--- src/rtl/core/gbi_queue.sv ---
module gbi_queue #(
  parameter int unsigned W     = 8,
  parameter int unsigned DEPTH = 2
) (
  input  logic         clk_i,
  input  logic         rst_ni,
  input  logic         push_valid_i,
  output logic         push_ready_o,
  input  logic [W-1:0] push_data_i,
  output logic         pop_valid_o,
  input  logic         pop_ready_i,
  output logic [W-1:0] pop_data_o
);

  localparam int unsigned PW = (DEPTH > 1) ? $clog2(DEPTH) : 1;
  localparam int unsigned CW = $clog2(DEPTH + 1);

  logic [W-1:0]  mem_q [DEPTH];
  logic [PW-1:0] wptr_q, rptr_q;
  logic [CW-1:0] cnt_q;
  logic          push, pop;

  assign push_ready_o = cnt_q != CW'(DEPTH);
  assign pop_valid_o  = cnt_q != '0;
  assign push         = push_valid_i && push_ready_o;
  assign pop          = pop_valid_o && pop_ready_i;
  assign pop_data_o   = mem_q[rptr_q];

  always_ff @(posedge clk_i or negedge rst_ni) begin
    if (!rst_ni) begin
      wptr_q <= '0;
      rptr_q <= '0;
      cnt_q  <= '0;
    end else begin
      if (push) begin
        wptr_q <= (wptr_q == PW'(DEPTH - 1)) ? '0 : wptr_q + 1'b1;
      end
      if (pop) begin
        rptr_q <= (rptr_q == PW'(DEPTH - 1)) ? '0 : rptr_q + 1'b1;
      end
      cnt_q <= cnt_q + CW'(push) - CW'(pop);
    end
  end

  always_ff @(posedge clk_i) begin
    if (push) begin
      mem_q[wptr_q] <= push_data_i;
    end
  end

endmodule

--- config.mk ---
export PLATFORM = sky130hd
export DESIGN_NAME = gbi_queue
export DESIGN_NICKNAME = d
export VERILOG_FILES = /design/src/rtl/core/gbi_queue.sv
export SDC_FILE = /design/constraint.sdc
export NUM_CORES = 1
export LEC_CHECK = 0
export ABC_AREA = 1
export BUFFER_PORTS_ARGS = -buffer_cell sky130_fd_sc_hd__buf_2
export CAP_MARGIN = 20
export CELL_PAD_IN_SITES_DETAIL_PLACEMENT = 1
export CELL_PAD_IN_SITES_GLOBAL_PLACEMENT = 2
export CORE_ASPECT_RATIO = 1.2
export CORE_MARGIN = 2
export CORE_UTILIZATION = 33
export CTS_CLUSTER_DIAMETER = 100
export DETAILED_ROUTE_END_ITERATION = 8
export HOLD_SLACK_MARGIN = 0.06
export PLACE_DENSITY_LB_ADDON = 0.1
export SLEW_MARGIN = 20
export SYNTH_ARGS = -nofsm -noshare
export SYNTH_HDL_FRONTEND = slang
export SYNTH_SLANG_ARGS = --single-unit
--- constraint.sdc ---
create_clock -name clk_i -period 2.27 [get_ports clk_i]
set_input_delay 0.454 -clock clk_i [delete_from_list [all_inputs] [get_ports clk_i]]
set_output_delay 0.454 -clock clk_i [all_outputs]
set_load 0.03 [all_outputs]
After elaboration in Yosys (flattened, before gate mapping)

Memory sizes are Yosys's and may differ from the RTL's.
Cells that the tools add are included.
W data, S select, Z words.

Flip-flop bits (word level): 4
Memory bits (writable): 16
Bits of input ports: 12
Output and inout port bits: 10
Word-level logic and storage cells: 16
Memories: 1

$add $sub $neg: 4
Equal/unequal tests: 1
Muxes and demuxes: 4
Reductions and logical operators: 3

Memory list:

| name  | words | width | read ports | clocked after Yosys merged registers in | wr ports | RTL line | source |
|---|---|---|---|---|---|---|---|
| mem_q | 2     | 8     | 1          | 0                                       | 1        | 18       | `logic [W-1:0] mem_q [DEPTH];` |

Operator list:

| operator              | number |
|---|---|
| $mux W1               | 4 |
| $add A1 B1 Y1 const B | 2 |
| $add A2 B1 Y2         | 1 |
| $logic_and A1 B1 Y1   | 2 |
| $ne A2 B2 Y1 const B  | 1 |
| $reduce_bool A2 Y1    | 1 |
| $sub A2 B1 Y2         | 1 |

Logic depth before layout (Yosys ltp)

Depth in word-level cells: 4
Gate-level depth with buffers: 12
Mapped depth without buffers: 12

Worst setup path after synthesis

Ideal clock, no wire load.

Path kind: register -> register
Start point: register cnt_q[1]
End point: memory mem_q[0][0], enable pin
Setup time: 0.370 ns
Arrival time: 1.081 ns
Required time: 1.900 ns
Setup slack: 0.819 ns
Stages on the path, launching flop included: 4
Path buffers: 0
Clock period less this slack: 1.451 ns
Cells stage by stage: dfrtp_1 -> nand2_2 -> nand2_4 -> nor2_1

Word-level cells in the longest chain between the ends: 4

RTL lines:

| item                          | RTL line | source |
|---|---|---|
| from (decl)                   | 20       | `logic [CW-1:0] cnt_q;` |
| from (signal assigned)        | 41       | `cnt_q <= cnt_q + CW'(push) - CW'(pop);` |
| $ne A2 B2 Y1                  | 23       | `assign push_ready_o = cnt_q != CW'(DEPTH);` |
| net push_ready_o              | 8        | `output logic push_ready_o,` |
| $logic_and A1 B1 Y1           | 25       | `assign push = push_valid_i && push_ready_o;` |
| $mux W1                       | 46       | `if (push) begin` |
| $mux W1 (implied by the code) | 47       | `mem_q[wptr_q] <= push_data_i;` |
| to (decl)                     | 18       |  |

The timed path passes the listed nets, and every way through them passes these cells.

Final worst setup path

Start point: register rptr_q
End point: output pop_data_o[3]

Word-level cells in the longest chain between the ends: 1

RTL lines:

| item                   | RTL line | source |
|---|---|---|
| from (decl)            | 19       | `logic [PW-1:0] wptr_q, rptr_q;` |
| from (signal assigned) | 39       | `rptr_q <= (rptr_q == PW'(DEPTH - 1)) ? '0 : rptr_q + 1'b1;` |
| $mem_v2 Z2 W8          | -        |  |
| to (decl)              | 12       | `output logic [W-1:0] pop_data_o` |

Every way passes these cells.

==> summary.md <==
| Metric | Value |
|---|---|
| Ant diodes | `0` |
| Hold Path End | `mem_q[1][3]$_DFFE_PP_` |
| Slowest cell on crit path | `dfrtp_1` |
| Yosys Warn Count | `0` |
| Area grow syn2layout | `24.51%` |
| Number of global-route vias before repair | `558` |
| Footprint of the multi-input gates | `206.4 µm²` |
| Clock Pin Slew Worst Setup and Hold Paths | `0.12 ns` |
| Synth Register Bits | `20` |
| Worst hold stages | `1` |
| Slew Viols, Final | `0` |
| Die Width | `49.56 µm` |
| Worst min-delay path class | `input pin to register` |
| Vias/cell | `4.419` |
| Clock root cell | `clkbuf_4` |
| DRC Markers | `0` |
| Die Area | `2908 µm²` |
| Nets | `112` |
| Drt first-iter violations | `2` |
| DRT Pass-1 Iters | `3` |
| I/O Buffers | `21` |
| Top delay family on crit path | `flip-flops` |
| Worst slew pin tran | `0.6872 ns` |
| Core Box Area | `2330 µm²` |
| Mapped cell area | `822.0 µm²` |
| Post-synth top area cell | `edfxtp_1` |
| Largest net degree at the start of global routing | `13` |
| FMAX | `0.5558 GHz` |
| Sequential area share after synthesis | `0.7062` |
| Seq. cell area | `580.6 µm²` |
| Vias | `570` |
| PD cells | `1437 nW/µm²` |
| Wire length of the first global-routing pass | `2.401 mm` |
| Critical-path cell list | `inv_2 -> nand2_1 -> nand2_1 -> buf_2` |
| Fillers | `279` |
| Tcrit/Tclk final | `0.7925` |
| Worst skew pair latency | `0.30 ns` |
| Overall power | `1471 µW` |
| Clock Tree Buf Depth | `2` |
| RSZ-0062 raised after global routing | `false` |
| Peak VDD IR | `0.6813 mV` |
| Final hold viol count | `0` |
| Critical path's largest stage delay | `0.52 ns` |
| Worst path arrival time | `1.35 ns` |
| Routed Antenna Nets | `0` |
| CP Class | `register to output port` |
| Fin util | `0.4393` |
| Reg-to-reg startpoint | `cnt_q[1]$_DFF_PN0_` |
| Share of layout cells above drive strength 1 | `0.3469` |
| Row count | `19` |
| Setup TNS | `0 ns` |
| Initial antenna violation count | `0` |
| PostCTS Resize Cnt | `0` |
| Worst Path Buf+Inv | `2` |
| Die Ht | `58.68 µm` |
| Unique masters post-synth | `15` |
| DRT Wirelength | `1.518 mm` |
| H-Tree Depth | `1` |
| Wire length per cell | `11.77 µm` |
| CTS tree | `built` |
| Net Count, Synth | `86` |
| # setup viols final | `0` |
| GRT Total Usage | `0.1147` |
| Avg Cell Area, Syn | `11.26 µm²` |
| Period minus WS final | `1.799 ns` |
| Crit. End Element | `output port` |
| CTS Buf Count | `3` |
| Reg-to-Reg End | `mem_q[0][7]$_DFFE_PP_` |
| DP HPWL | `1.136 mm` |
| Max FO, Critical Path | `9` |
| Most common cell after layout, fill and taps aside | `nand2_1` |
| Most used cell, CP | `nand2_1` |
| P_leak | `0.0004744 µW` |
| # Max-Cap Violations | `0` |
| Post-route clock skew | `0.006187 ns` |
| Relative slew slack | `0.5402` |
| Worst hold start | `push_data_i[3]` |
| Worst R2R Path Depth | `3` |
| Largest cells by area after synthesis | `edfxtp_1, nand2_1, dfrtp_1` |
| Most frequent cells in the layout | `nand2_1, buf_2, edfxtp_1` |
| Initial core utilization | `0.3528` |
| Status | `finished clean` |
| Gr ovfl total | `0` |
| Synth top area share | `0.5845` |
| Worst Path Required | `1.82 ns` |
| Cells after Synth | `73` |
| Worst setup SP type | `register` |
| Placer Congestion | `0.6451` |
| TritonCTS Sinks | `20` |
| R2R Setup Slk | `0.72 ns` |
| I/O pin count | `22` |
## flip-flops by register name, summed over array words and instances (netlist names)
register / count
mem_q: 16
cnt_q: 2
rptr_q: 1
wptr_q: 1
## per-stage QoR
stage               hold WS [ns]  std cells  setup WS, ns  instance area (µm²)
floorplan                 0.1584         73        0.8189                822.0
global placement          0.2704        124        0.7324                960.9
detailed placement        0.2677        124        0.6865                960.9
CTS                       0.3257        129        0.4313                 1023
global route              0.3122        129        0.3272                 1023
finish                    0.3334        129        0.4709                 1023
## how the worst max path moves through the flow
stage                                  endpoint  cells after the start  slack [ns]               start
final                             pop_data_o[3]                      4        0.47  rptr_q$_DFFE_PN0P_
after global placement    mem_q[0][0]$_DFFE_PP_                      3        0.73        push_valid_i
after CTS                         pop_data_o[7]                      4        0.43  rptr_q$_DFFE_PN0P_
after floorplan           mem_q[0][0]$_DFFE_PP_                      3        0.82  cnt_q[1]$_DFF_PN0_
after global routing              pop_data_o[2]                      4        0.33  rptr_q$_DFFE_PN0P_
after detailed placement  mem_q[0][4]$_DFFE_PP_                      3        0.69        push_valid_i
## where the power goes
part	total [µW]	switching (µW)	internal, µW
registers	583	72.1	511
clock network	289	111	178
logic	600	432	167
total	1470	615	856
## cell type report
| cell class | count | area share |
|---|---|---|
| flip-flops and latches | 20 | 0.5672 |
| multi-input cells | 44 | 0.2017 |
| repair buffers | 22 | 0.1125 |
| well taps | 31 | 0.03790 |
| clock inverters | 1 | 0.02934 |
| inverters | 8 | 0.02934 |
| clock buffers | 3 | 0.02200 |
## metal layers
metal / vias to the layer above / wire length, µm / GRT usage
li1: 284 / - / -
met1: 268 / 617 / 0.1256
met2: 14 / 815 / 0.2076
met3: 4 / 61 / 0.02538
met4: 0 / 24 / 0.05952
met5: - / 0 / 0
## logic make-up after synthesis
family	share of synthesized area
DFF	0.7062
xor gates and xnor gates	0.01066
buffers and inverters	0.04261
AOI/OAI and AO/OA	0.01216
adders and majority gates	0.01522
and+or+nand+nor	0.2131
## cells in the mapped netlist
cell type / n
nand3_1: 2
nand2_4: 1
nand2_2: 3
edfxtp_1: 16
inv_2: 2
xor2_1: 1
buf_2: 1
o21ai_1: 1
a21oi_1: 1
ha_1: 1
nor2_2: 3
nor2_1: 2
nand2_1: 29
dfrtp_1: 4
inv_1: 6
## repair_timing
item,CTS,global route
hold buffers,1,0
hold endpoints to repair,4,0
buffers inserted,0,0
Power figures use the tool's default switching activity.
